### src/rtl/crlf_line_framer_idle_gap_defines.svh
// ----------------------------------------------------------------------------
// CRLF line framer assertion macros
// Shared concurrent assertion forms, clocked on clk and held off in reset.
// ----------------------------------------------------------------------------
`ifndef CRLF_LINE_FRAMER_IDLE_GAP_DEFINES_SVH
`define CRLF_LINE_FRAMER_IDLE_GAP_DEFINES_SVH

// same-cycle implication
`define CLFIG_ASSERT_NOW(label, cond, conseq, msg) \
    label: assert property (@(posedge clk) disable iff (!rst_n) (cond) |-> (conseq)) \
        else $error(msg);

// next-cycle implication
`define CLFIG_ASSERT_NEXT(label, cond, conseq, msg) \
    label: assert property (@(posedge clk) disable iff (!rst_n) (cond) |=> (conseq)) \
        else $error(msg);

`endif

### src/rtl/clfig_pkg.sv
// ----------------------------------------------------------------------------
// CRLF line framer package
// Constants, state type and controller/datapath handshake structs.
// ----------------------------------------------------------------------------
package clfig_pkg;

    localparam int LINE_SIZE_DEF = 64;
    localparam logic [31:0] GAP_RESET = 32'd50000;
    localparam logic [7:0] CH_CR = 8'h0D;
    localparam logic [7:0] CH_LF = 8'h0A;

    typedef enum logic [1:0] {
        S_IDLE,
        S_EVAL,
        S_FETCH,
        S_SEND
    } state_t;

    typedef struct packed {
        logic load;
        logic eval;
        logic fetch;
        logic send;
    } ctrl_cmd_t;

    typedef struct packed {
        logic emit;
        logic out_free;
        logic last_char;
    } dp_status_t;

endpackage

### src/rtl/clfig_if.sv
// ----------------------------------------------------------------------------
// CRLF line framer channels
// Valid/ready channels for received bytes, line results and configuration.
// ----------------------------------------------------------------------------
interface clfig_rx_if;
    logic        valid;
    logic        ready;
    logic [7:0]  rx_byte;
    logic [31:0] arrival_us;
    logic        batch_end;

    modport source (output valid, rx_byte, arrival_us, batch_end, input ready);
    modport sink (input valid, rx_byte, arrival_us, batch_end, output ready);
endinterface

interface clfig_line_if;
    logic        valid;
    logic        ready;
    logic [7:0]  line_char;
    logic        line_last;
    logic        line_empty;
    logic        end_cause;
    logic [31:0] stamp_us;

    modport source (output valid, line_char, line_last, line_empty, end_cause, stamp_us,
                    input ready);
    modport sink (input valid, line_char, line_last, line_empty, end_cause, stamp_us,
                  output ready);
endinterface

interface clfig_cfg_if;
    logic        valid;
    logic        ready;
    logic [31:0] gap_limit_us;

    modport source (output valid, gap_limit_us, input ready);
    modport sink (input valid, gap_limit_us, output ready);
endinterface

### src/rtl/crlf_line_framer_idle_gap.sv
// ----------------------------------------------------------------------------
// CRLF line framer with idle-gap discard
// Frames received bytes into CR LF terminated lines, one character per beat.
// ----------------------------------------------------------------------------
// Each received byte is accepted, then gap checked, stored and CR LF
// checked; intake is held off while a completed line is read out of the
// line store, each character by a store read and then an output register
// load, plus any stall from the result side; an empty line is still sent as
// one beat flagged last and empty. A partial line is dropped on the
// first byte of a batch arriving more than gap_limit_us after the previous
// batch end; a store that fills to LINE_SIZE-1 bytes is flushed at batch end
// with end_cause set. The result register lets the next byte be accepted
// while the final beat of a line still waits. The gap limit may be written
// at any time the block is idle; no clearing pass follows reset.
module crlf_line_framer_idle_gap #(
    parameter int LINE_SIZE = clfig_pkg::LINE_SIZE_DEF
) (
    input logic            clk,
    input logic            rst_n,
    clfig_rx_if.sink       rx,
    clfig_line_if.source   lines,
    clfig_cfg_if.sink      cfg
);

    clfig_pkg::ctrl_cmd_t  cmd;
    clfig_pkg::dp_status_t status;

    assign cfg.ready = 1'b1;

    clfig_ctrl u_ctrl (
        .clk      (clk),
        .rst_n    (rst_n),
        .in_valid (rx.valid),
        .in_ready (rx.ready),
        .status   (status),
        .cmd      (cmd)
    );

    clfig_dp #(
        .LINE_SIZE (LINE_SIZE)
    ) u_dp (
        .clk              (clk),
        .rst_n            (rst_n),
        .cmd              (cmd),
        .status           (status),
        .rx_byte          (rx.rx_byte),
        .arrival_us       (rx.arrival_us),
        .batch_end        (rx.batch_end),
        .cfg_valid        (cfg.valid),
        .cfg_gap_limit_us (cfg.gap_limit_us),
        .out_valid        (lines.valid),
        .out_ready        (lines.ready),
        .line_char        (lines.line_char),
        .line_last        (lines.line_last),
        .line_empty       (lines.line_empty),
        .end_cause        (lines.end_cause),
        .stamp_us         (lines.stamp_us)
    );

endmodule

### src/rtl/clfig_ram.sv
// ----------------------------------------------------------------------------
// Generic RAM
// One write port, one read port with registered read data.
// ----------------------------------------------------------------------------
module clfig_ram #(
    parameter int WIDTH = 8,
    parameter int DEPTH = 64
) (
    input  logic                     clk,
    input  logic                     wr_en,
    input  logic [$clog2(DEPTH)-1:0] wr_addr,
    input  logic [WIDTH-1:0]         wr_data,
    input  logic                     rd_en,
    input  logic [$clog2(DEPTH)-1:0] rd_addr,
    output logic [WIDTH-1:0]         rd_data
);

    logic [WIDTH-1:0] mem [DEPTH];
    logic [WIDTH-1:0] rd_data_reg;

    always_ff @(posedge clk)
    begin
        if (wr_en)
        begin
            mem[wr_addr] <= wr_data;
        end
        if (rd_en)
        begin
            rd_data_reg <= mem[rd_addr];
        end
    end

    assign rd_data = rd_data_reg;

endmodule

### src/rtl/clfig_ctrl.sv
// ----------------------------------------------------------------------------
// CRLF line framer controller
// Sequences intake, evaluation and character-by-character line readout.
// ----------------------------------------------------------------------------
module clfig_ctrl (
    input  logic                  clk,
    input  logic                  rst_n,
    input  logic                  in_valid,
    output logic                  in_ready,
    input  clfig_pkg::dp_status_t status,
    output clfig_pkg::ctrl_cmd_t  cmd
);

    clfig_pkg::state_t state_reg;
    clfig_pkg::state_t state_next;

    always_ff @(posedge clk or negedge rst_n)
    begin
        if (!rst_n)
        begin
            state_reg <= clfig_pkg::S_IDLE;
        end
        else
        begin
            state_reg <= state_next;
        end
    end

    always_comb
    begin
        state_next = state_reg;
        unique case (state_reg)
            clfig_pkg::S_IDLE:
            begin
                if (in_valid)
                begin
                    state_next = clfig_pkg::S_EVAL;
                end
            end
            clfig_pkg::S_EVAL:
            begin
                state_next = status.emit ? clfig_pkg::S_FETCH : clfig_pkg::S_IDLE;
            end
            clfig_pkg::S_FETCH:
            begin
                state_next = clfig_pkg::S_SEND;
            end
            clfig_pkg::S_SEND:
            begin
                if (status.out_free)
                begin
                    state_next = status.last_char ? clfig_pkg::S_IDLE : clfig_pkg::S_FETCH;
                end
            end
            default:
            begin
                state_next = clfig_pkg::S_IDLE;
            end
        endcase
    end

    always_comb
    begin
        in_ready  = 1'b0;
        cmd       = '0;
        unique case (state_reg)
            clfig_pkg::S_IDLE:
            begin
                in_ready = 1'b1;
                cmd.load = in_valid;
            end
            clfig_pkg::S_EVAL:
            begin
                cmd.eval = 1'b1;
            end
            clfig_pkg::S_FETCH:
            begin
                cmd.fetch = 1'b1;
            end
            clfig_pkg::S_SEND:
            begin
                cmd.send = status.out_free;
            end
            default:
            begin
                in_ready = 1'b0;
            end
        endcase
    end

endmodule

### src/rtl/clfig_dp.sv
// ----------------------------------------------------------------------------
// CRLF line framer datapath
// Line store, fill tracking, gap check, CR LF detection and output register.
// ----------------------------------------------------------------------------
`include "crlf_line_framer_idle_gap_defines.svh"

module clfig_dp #(
    parameter int LINE_SIZE = clfig_pkg::LINE_SIZE_DEF
) (
    input  logic                  clk,
    input  logic                  rst_n,
    input  clfig_pkg::ctrl_cmd_t  cmd,
    output clfig_pkg::dp_status_t status,
    input  logic [7:0]            rx_byte,
    input  logic [31:0]           arrival_us,
    input  logic                  batch_end,
    input  logic                  cfg_valid,
    input  logic [31:0]           cfg_gap_limit_us,
    output logic                  out_valid,
    input  logic                  out_ready,
    output logic [7:0]            line_char,
    output logic                  line_last,
    output logic                  line_empty,
    output logic                  end_cause,
    output logic [31:0]           stamp_us
);

    localparam int CNT_W = $clog2(LINE_SIZE);
    localparam logic [CNT_W-1:0] FULL = CNT_W'(LINE_SIZE - 1);
    localparam logic [CNT_W-1:0] TWO  = CNT_W'(2);
    localparam logic [CNT_W-1:0] ONE  = CNT_W'(1);

    // control state
    logic [CNT_W-1:0] fill_reg;
    logic             mid_reg;
    logic [31:0]      last_us_reg;
    logic [31:0]      gap_limit_reg;
    logic             out_valid_reg;
    logic [CNT_W-1:0] idx_reg;

    // payload
    logic [7:0]       byte_reg;
    logic [31:0]      now_reg;
    logic             end_reg;
    logic [7:0]       last1_reg;
    logic [7:0]       last2_reg;
    logic [CNT_W-1:0] len_reg;
    logic             cause_reg;
    logic [7:0]       char_reg;
    logic             olast_reg;
    logic             oempty_reg;
    logic             ocause_reg;
    logic [31:0]      ostamp_reg;

    logic [31:0]      gap;
    logic             discard;
    logic [CNT_W-1:0] fill_eff;
    logic             store_ok;
    logic [CNT_W-1:0] fill_st;
    logic [7:0]       l1;
    logic [7:0]       l2;
    logic             crlf;
    logic             ovf;
    logic [CNT_W-1:0] len_next;
    logic [7:0]       rd_data;
    logic             char_last;

    always_comb
    begin
        gap      = now_reg - last_us_reg;
        discard  = !mid_reg && (fill_reg != '0) && (gap > gap_limit_reg);
        fill_eff = discard ? '0 : fill_reg;
        store_ok = fill_eff < FULL;
        fill_st  = store_ok ? fill_eff + ONE : fill_eff;
        l1       = store_ok ? byte_reg : last1_reg;
        l2       = store_ok ? last1_reg : last2_reg;
        crlf     = (fill_st >= TWO) && (l2 == clfig_pkg::CH_CR) && (l1 == clfig_pkg::CH_LF);
        ovf      = end_reg && !crlf && (fill_st >= FULL);
        len_next = crlf ? fill_st - TWO : fill_st;
        char_last = (len_reg == '0) || (idx_reg == len_reg - ONE);
    end

    assign status.emit      = crlf || ovf;
    assign status.out_free  = !out_valid_reg || out_ready;
    assign status.last_char = char_last;

    clfig_ram #(
        .WIDTH (8),
        .DEPTH (LINE_SIZE)
    ) u_store (
        .clk     (clk),
        .wr_en   (cmd.eval && store_ok),
        .wr_addr (fill_eff),
        .wr_data (byte_reg),
        .rd_en   (cmd.fetch),
        .rd_addr (idx_reg),
        .rd_data (rd_data)
    );

    always_ff @(posedge clk or negedge rst_n)
    begin
        if (!rst_n)
        begin
            fill_reg      <= '0;
            mid_reg       <= 1'b0;
            last_us_reg   <= '0;
            gap_limit_reg <= clfig_pkg::GAP_RESET;
            out_valid_reg <= 1'b0;
            idx_reg       <= '0;
        end
        else
        begin
            if (cfg_valid)
            begin
                gap_limit_reg <= cfg_gap_limit_us;
            end
            if (cmd.eval)
            begin
                fill_reg <= (crlf || ovf) ? '0 : fill_st;
                mid_reg  <= !end_reg;
                idx_reg  <= '0;
                if (end_reg)
                begin
                    last_us_reg <= now_reg;
                end
            end
            if (cmd.send)
            begin
                out_valid_reg <= 1'b1;
                idx_reg       <= idx_reg + ONE;
            end
            else if (out_ready)
            begin
                out_valid_reg <= 1'b0;
            end
        end
    end

    always_ff @(posedge clk)
    begin
        if (cmd.load)
        begin
            byte_reg <= rx_byte;
            now_reg  <= arrival_us;
            end_reg  <= batch_end;
        end
        if (cmd.eval)
        begin
            last1_reg <= l1;
            last2_reg <= l2;
            len_reg   <= len_next;
            cause_reg <= ovf;
        end
        if (cmd.send)
        begin
            // an empty line reads nothing useful from the store; force zero
            char_reg   <= (len_reg == '0) ? 8'h00 : rd_data;
            olast_reg  <= char_last;
            oempty_reg <= (len_reg == '0);
            ocause_reg <= cause_reg;
            ostamp_reg <= now_reg;
        end
    end

    assign out_valid  = out_valid_reg;
    assign line_char  = char_reg;
    assign line_last  = olast_reg;
    assign line_empty = oempty_reg;
    assign end_cause  = ocause_reg;
    assign stamp_us   = ostamp_reg;

    `CLFIG_ASSERT_NOW(a_fill_bound, 1'b1, fill_reg <= FULL, "fill count past line size")
    `CLFIG_ASSERT_NOW(a_send_free, cmd.send, !out_valid_reg || out_ready,
                      "output beat overwritten before taken")
    `CLFIG_ASSERT_NEXT(a_emit_clears, cmd.eval && (crlf || ovf), fill_reg == '0,
                       "store not cleared after line end")
    `CLFIG_ASSERT_NEXT(a_last_empty, cmd.send && (len_reg == '0), olast_reg && oempty_reg,
                       "empty line marker not flagged last")

endmodule
### src/flat_wrapper.sv
// flat-port wrapper written by rule: the top's interface ports become plain ports
module crlf_line_framer_idle_gap_flat 
#(
    parameter int LINE_SIZE = clfig_pkg::LINE_SIZE_DEF
)
  (clk, rst_n, rx_valid, rx_rx_byte, rx_arrival_us, rx_batch_end, rx_ready, lines_valid, lines_line_char, lines_line_last, lines_line_empty, lines_end_cause, lines_stamp_us, lines_ready, cfg_valid, cfg_gap_limit_us, cfg_ready);
  clfig_rx_if rx_i ();
  clfig_line_if lines_i ();
  clfig_cfg_if cfg_i ();
  input logic clk;
  input logic rst_n;
  input wire logic [$bits(rx_i.valid)-1:0] rx_valid;
  input wire logic [$bits(rx_i.rx_byte)-1:0] rx_rx_byte;
  input wire logic [$bits(rx_i.arrival_us)-1:0] rx_arrival_us;
  input wire logic [$bits(rx_i.batch_end)-1:0] rx_batch_end;
  output wire logic [$bits(rx_i.ready)-1:0] rx_ready;
  output wire logic [$bits(lines_i.valid)-1:0] lines_valid;
  output wire logic [$bits(lines_i.line_char)-1:0] lines_line_char;
  output wire logic [$bits(lines_i.line_last)-1:0] lines_line_last;
  output wire logic [$bits(lines_i.line_empty)-1:0] lines_line_empty;
  output wire logic [$bits(lines_i.end_cause)-1:0] lines_end_cause;
  output wire logic [$bits(lines_i.stamp_us)-1:0] lines_stamp_us;
  input wire logic [$bits(lines_i.ready)-1:0] lines_ready;
  input wire logic [$bits(cfg_i.valid)-1:0] cfg_valid;
  input wire logic [$bits(cfg_i.gap_limit_us)-1:0] cfg_gap_limit_us;
  output wire logic [$bits(cfg_i.ready)-1:0] cfg_ready;
  assign rx_i.valid = rx_valid;
  assign rx_i.rx_byte = rx_rx_byte;
  assign rx_i.arrival_us = rx_arrival_us;
  assign rx_i.batch_end = rx_batch_end;
  assign rx_ready = rx_i.ready;
  assign lines_valid = lines_i.valid;
  assign lines_line_char = lines_i.line_char;
  assign lines_line_last = lines_i.line_last;
  assign lines_line_empty = lines_i.line_empty;
  assign lines_end_cause = lines_i.end_cause;
  assign lines_stamp_us = lines_i.stamp_us;
  assign lines_i.ready = lines_ready;
  assign cfg_i.valid = cfg_valid;
  assign cfg_i.gap_limit_us = cfg_gap_limit_us;
  assign cfg_ready = cfg_i.ready;
  crlf_line_framer_idle_gap #(.LINE_SIZE(LINE_SIZE)) u_core (.clk(clk), .rst_n(rst_n), .rx(rx_i), .lines(lines_i), .cfg(cfg_i));
endmodule
### config.mk
export PLATFORM = sky130hd
export DESIGN_NAME = crlf_line_framer_idle_gap_flat
export DESIGN_NICKNAME = d
export VERILOG_FILES = /design/src/rtl/clfig_pkg.sv /design/src/rtl/clfig_if.sv /design/src/rtl/crlf_line_framer_idle_gap.sv /design/src/rtl/clfig_ram.sv /design/src/rtl/clfig_ctrl.sv /design/src/rtl/clfig_dp.sv /design/src/flat_wrapper.sv
export VERILOG_INCLUDE_DIRS = /design/src /design/src/rtl
export SDC_FILE = /design/constraint.sdc
export NUM_CORES = 1
export LEC_CHECK = 0
export BUFFER_PORTS_ARGS = -buffer_cell sky130_fd_sc_hd__buf_4
export CAP_MARGIN = 30
export CORE_MARGIN = 2
export CORE_UTILIZATION = 40
export CTS_CLUSTER_SIZE = 25
export DETAILED_ROUTE_END_ITERATION = 6
export PLACE_DENSITY_LB_ADDON = 0.2
export RECOVER_POWER = 25
export SLEW_MARGIN = 20
export SYNTH_ARGS = -nofsm -noshare
export SYNTH_HDL_FRONTEND = slang
export SYNTH_SLANG_ARGS = --single-unit
### constraint.sdc
create_clock -name clk -period 8.1 [get_ports clk]
set_input_delay 0.405 -clock clk [delete_from_list [all_inputs] [get_ports clk]]
set_output_delay 0.405 -clock clk [all_outputs]
set_load 0.005 [all_outputs]
# Word-level counts from Yosys, hierarchy flattened
# Memory sizes are Yosys's and may differ from the RTL's. A register that Yosys moved wholly into a read port is not among the register bits.
# Index checks and enable logic that the tools add are counted.
# totals
regBits	187
ram_bits	512
output_inout_bits	46
mem_count	1
# mem_list
memory	depth	width	read_ports	rd_ports_with_merged_regs	write_ports	line	text
u_core.u_dp.u_store.mem	64	8	1	1	1	clfig_ram.sv:18	logic [WIDTH-1:0] mem [DEPTH];
# op_classes
n_addsub	5
order_cmp	4
eq_ne	8
n_mux	22
reduce_logical	21
# op_table
cell	n
2-to-1 mux 6 bit	6
> comparator 32 bit	1
subtractor 32 bit	1
equality test 8 x 4 -> 1 bit (second input constant)	2
2-to-1 mux 8 bit	2
adder 6 x 1 -> 6 bit (second input constant)	2
2-to-1 mux 1 bit	9
2-to-1 mux 2 bit	4
case mux 2 bit (4 select lines)	1
logical AND 1 bit	7
equality test 6 bit	1
>= comparator 6 x 2 -> 1 bit (second input constant)	1
>= comparator 6 bit (second input constant)	1
zero test 6 bit	1
< comparator 6 bit (second input constant)	1
nonzero test 6 bit	1
subtractor 6 x 1 -> 6 bit (second input constant)	1
subtractor 6 x 2 -> 6 bit (second input constant)	1
equality test 2 bit (second input constant)	2
zero test 1 bit	4
!= test 2 bit (second input constant)	2
AND reduction 2 bit	2
nonzero test 2 bit	2
logical OR 1 bit	3
2 further kinds	2

# Depth between registers and ports, before layout
# depth
depth_word	15
depth_mapped	25
mapped_depth_nobuf	25

# Hierarchy
# Synthesis repeated with hierarchy kept, for this count alone.
# unflattened
hier_cells	1774
area_unflattened_um2	29839.9
# modules_own_cells
module	n_inst	cells_per_inst	area_per_inst_um2
clfig_ram	1	940	20246.9
clfig_dp	1	820	9471.6
clfig_ctrl	1	12	110.1
crlf_line_framer_idle_gap	1	2	11.3

# Least setup slack after synthesis
# No wires, ideal clock.
# synth_path
kind	register to register
start	register u_core.u_dp.now_reg[0]
end	memory u_core.u_dp.u_store.mem[10][0] (enable)
setup_time_ns	0.395
arrival_time_ns	4.989
required_ns	7.705
setup_slack_ns	2.716
stages_incl_launch_ff	22
path_buffers	1
cell_sequence	edfxtp_1 inv_1 ha_1 inv_1 fa_1 a211oi_1 o211ai_1 a32oi_2 a21oi_1 o21ai_1 a21oi_1 or4b_1 nand4_1 ha_1 a21o_1 a21oi_1 o221ai_1 a221oi_1 o21a_1 o21ai_2 clkbuf_1 nor4_1
# synth_between
elab_chain_cells	8
# synth_rtl
element	line	text
start, declared	clfig_dp.sv:43	logic [31:0] now_reg;
start signal, assigned	clfig_dp.sv:144	now_reg <= arrival_us;
subtractor 32 bit *	clfig_dp.sv:70	gap = now_reg - last_us_reg;
> comparator 32 bit *	clfig_dp.sv:71	discard = !mid_reg && (fill_reg != '0) && (gap > gap_limit_reg);
logical AND 1 bit *	clfig_dp.sv:71	
2-to-1 mux 6 bit *	clfig_dp.sv:72	fill_eff = discard ? '0 : fill_reg;
< comparator 6 bit	clfig_dp.sv:73	store_ok = fill_eff < FULL;
logical AND 1 bit	clfig_dp.sv:92	.wr_en (cmd.eval && store_ok),
2-to-1 mux 1 bit	clfig_ram.sv:23	if (wr_en)
2-to-1 mux 1 bit (not written as such)	clfig_ram.sv:25	mem[wr_addr] <= wr_data;
end, declared	clfig_ram.sv:18	
# Every way passes the cells marked *; elsewhere a longest branch is shown, timed or not.

# Worst setup path after layout
# layout_path
start	register u_core.u_dp.now_reg[0]
end	memory u_core.u_dp.u_store.mem[52][4] (enable)
# The elaborated chain is that of the path after synthesis.

==> qor.txt <==
N_diodes -> 0
Ys async rst share -> 11.3%
Initial DRC Count -> 1,439
Vias per inst -> 5.43
Final setup violation count -> 0
Met2 usage -> 29.3%
Final Max Tran Viols -> 497
Grt total ovfl -> 0
Setup TNS -> 0 ps
RSZ-0062 raised after global routing -> false
Placeable Area -> 73,200 µm²
Port Buffers -> 122
Failing checks -> capacitance limit, slew limit
Antenna-violating nets left -> 0
Die Span X -> 277 µm
Crit path launch type -> register
Post-CTS Setup Bufs -> 0
Busiest grt layer -> met2
Pwr Density -> 343 nW/µm²
Clk root buf -> clkbuf_16
Worst hold path type -> input port to register
Max reg flops -> 512
Reg2reg setup slack -> 2190 ps
Syn Inst Count -> 1,673
Fmax -> 0.169 GHz
GR met1 Demand/Resource -> 26.6%
CTS tree -> built
Worst Hold Endpoint -> u_core.u_dp.gap_limit_reg[31]
Seq cells post-synth -> 707
Placer Congestion -> 0.859
Slew headroom -> -129%
CP Data Required Time -> 8450 ps
Antenna violations before repair -> 3
Clk_lat worst skew -> 640 ps
Most used flip-flop cell after synthesis -> edfxtp_1
WL/cell -> 24.1 µm
Hold wc startpoint -> cfg_gap_limit_us[31]
Max-Cap Viols -> 8
CTS Sinks -> 707
IO Pins -> 124
First-pass GRT wire length -> 108,000 µm
Initial DRT Pass Iterations -> 5
Die area -> 76,500 µm²
Seq/Total Area, Yosys -> 70.1%
Critical path class -> register to register
Critical path capture point type -> register
Share of cells above drive strength 1 -> 26.8%
Register-to-Register Path Depth -> 22
Initial Util -> 40.6%
Status -> finished with violations
Synthesized area -> 29,700 µm²
Site row count -> 99
Nets -> 2,091
Hpwl dp -> 45,300 µm
# DRC -> 0
Dpl ws -> 1910 ps
CTS clk-pin slew, worst paths -> 60 ps
Warnings, synthesis -> 0
Yosys cell types -> 68
Total Wirelength -> 71,700 µm
Syn-to-layout area delta -> 18.5%
WHS Path Cells -> 3
Register with the most flip-flops -> u_core.u_dp.u_store.mem
Worst vdd ir -> 0.000206 V
Measured slew at the worst slew-check pin -> 3440 ps
Hold Slack -> 24.7 ps
Reg2reg start -> u_core.u_dp.now_reg[0]
Via Count -> 16,126
H-tree depth -> 3
Inserted Clock Buffers -> 76
Post-synth EDFFs -> 627
Syn avg cell area -> 17.8 µm²
GRT Overall Usage -> 18.9%
Clock Skew -> 26.3 ps
Min setup slack post-route -> 2190 ps
Final Hold Vio Count -> 0
Number of global-route vias before repair -> 16,651
Met3 Track Usage GR -> 3.71%
Largest net degree at the start of global routing -> 67
Period utilisation layout -> 73.0%
R2R Path End -> u_core.u_dp.u_store.mem[52][4]
Min Tclk post-route -> 5910 ps
LEAKAGE -> 0.0121 µW
Max FO, Critical Path -> 14
WP data arrival -> 6260 ps
Longest Clk Path Bufs -> 3
Die Y -> 277 µm
Filler instances -> 6,070
worst max-delay path, stage by stage (launching register included):
cell      delay [ps]
edfxtp_1         390
inv_1             90
ha_1             160
inv_1             50
fa_1             410
a211oi_1         340
o211ai_1         250
a32oi_2          290
a21oi_1          120
o21ai_1          150
a21oi_1          120
or4b_1           470
nand4_1           90
ha_1             250
a21o_1           160
a21oi_1          180
o221ai_1         130
a221oi_1         330
o21a_1           280
o21ai_4          230
buf_16           260
nor4_1           590
buf_4            270
metal layers:
metal / vias to the layer above / wire, µm
met1: 8286 / 32000
met4: 4 / 2340
met5: - / 25
met2: 496 / 32900
li1: 7215 / -
met3: 125 / 4330
worst max path at each step:
stage                           start                              to  slack, ps  depth (start not counted)
2_1_floorplan  u_core.u_dp.now_reg[0]  u_core.u_dp.u_store.mem[10][0]       2720                         21
3_3_place_gp   u_core.u_dp.now_reg[0]   u_core.u_dp.u_store.mem[4][3]       2030                         20
3_5_place_dp   u_core.u_dp.now_reg[0]  u_core.u_dp.u_store.mem[48][5]       1910                         22
4_1_cts        u_core.u_dp.now_reg[0]  u_core.u_dp.u_store.mem[48][4]       1940                         22
5_1_grt        u_core.u_dp.now_reg[1]  u_core.u_dp.u_store.mem[12][3]       1640                         19
6_report       u_core.u_dp.now_reg[0]  u_core.u_dp.u_store.mem[52][4]       2190                         22
synth_stat cells (3+ instances only):
| cell type | instances | area [µm²] |
|---|---|---|
| a2111oi_0 | 3 | 26.3 |
| a211o_1 | 3 | 26.3 |
| a211oi_1 | 3 | 22.5 |
| a21boi_0 | 3 | 22.5 |
| a21o_1 | 24 | 180 |
| a21oi_1 | 45 | 225 |
| and2_1 | 11 | 68.8 |
| and3_1 | 4 | 25.0 |
| and4_1 | 3 | 26.3 |
| buf_1 | 14 | 52.6 |
| buf_2 | 12 | 60.1 |
| buf_4 | 5 | 37.5 |
| buf_6 | 6 | 67.6 |
| clkbuf_1 | 47 | 176 |
| dfrtp_1 | 74 | 1850 |
| dfstp_2 | 6 | 158 |
| edfxtp_1 | 627 | 18800 |
| ha_1 | 66 | 826 |
| inv_1 | 83 | 312 |
| mux2_1 | 16 | 180 |
| mux2_2 | 33 | 372 |
| mux4_2 | 168 | 3780 |
| nand2_1 | 74 | 278 |
| nand2b_1 | 13 | 81.3 |
| nand3_1 | 22 | 110 |
| nand4_1 | 13 | 81.3 |
| nor2_1 | 47 | 176 |
| nor2b_1 | 6 | 37.5 |
| nor3_1 | 26 | 130 |
| nor4_1 | 58 | 363 |
| o211ai_1 | 7 | 52.6 |
| o21a_1 | 11 | 82.6 |
| o21ai_0 | 50 | 250 |
| o21ai_1 | 5 | 25.0 |
| o31ai_1 | 5 | 37.5 |
| or2_2 | 3 | 18.8 |
| or3_1 | 5 | 31.3 |
| xnor2_1 | 17 | 149 |
| xor2_1 | 14 | 123 |
report_power, final:
part | switching (µW) | leakage (µW) | total (µW) | internal (µW)
clock | 1440 | 0.00116 | 3330 | 1900
sequential | 214 | 0.00663 | 4740 | 4520
combinational | 2320 | 0.00434 | 4030 | 1710
total | 3970 | 0.0121 | 12100 | 8130
repair_timing:
action	in CTS	in global routing
hold buffers	63	0
hold endpoints to repair	85	0
setup endpoints to repair	0	0
resized for setup	0	0
cells by family (layout without fill, tap and decap cells):
family                   count (synthesis)  after routing  synth area share, %
flip-flops                             707            707                 70.1
AO/OA/AOI/OAI                          183            183                 3.97
adder cells (fa/ha/maj)                 67             67                 2.85
multiplexers                           219            219                 14.7
AND/OR/NAND/NOR                        295            295                 5.08
XOR/XNOR                                31             31                0.913
buffers and inverters                  169            498                 2.40
other                                    2              9               0.0253
cells in the final DEF (no fill, tap or decap), types with 13 or more instances in the layout:
cell / count
mux2_2: 33
o21ai_0: 50
nand3_1: 22
mux4_2: 168
a21oi_1: 45
nor3_1: 22
a21o_1: 24
nand2_1: 74
clkinv_2: 14
inv_1: 82
xor2_1: 14
clkbuf_16: 77
mux2_1: 16
clkbuf_4: 38
xnor2_1: 17
edfxtp_1: 627
clkbuf_1: 32
ha_1: 66
clkinv_1: 17
nor4_1: 49
nor2_1: 47
dlygate4sd3_1: 63
nand4_1: 13
dfrtp_1: 71
buf_4: 149
cell type report:
type / count / area [µm²] / share of cell area [%]
flip-flops and latches: 707 / 20800 / 59.2
multi-input cells: 804 / 8290 / 23.5
repair buffers: 272 / 2200 / 6.24
clock buffers: 97 / 2000 / 5.68
well taps: 959 / 1200 / 3.41
clock inverters: 44 / 382 / 1.08
inverters: 85 / 319 / 0.906
per-stage QoR:
stage / std cells / power [µW] / area (µm²) / utilization, %
3_5_place_dp: 2757 / 8810 / 32200 / 44.0
2_1_floorplan: 1680 / 7470 / 29700 / -
5_1_grt: 2968 / 12700 / 35200 / 48.1
3_3_place_gp: 2750 / 8720 / 32100 / 43.8
6_report: 2968 / 12100 / 35200 / 48.1
4_1_cts: 2961 / 12200 / 35200 / 48.1
Note: power is estimated with default switching activity, not from simulation.
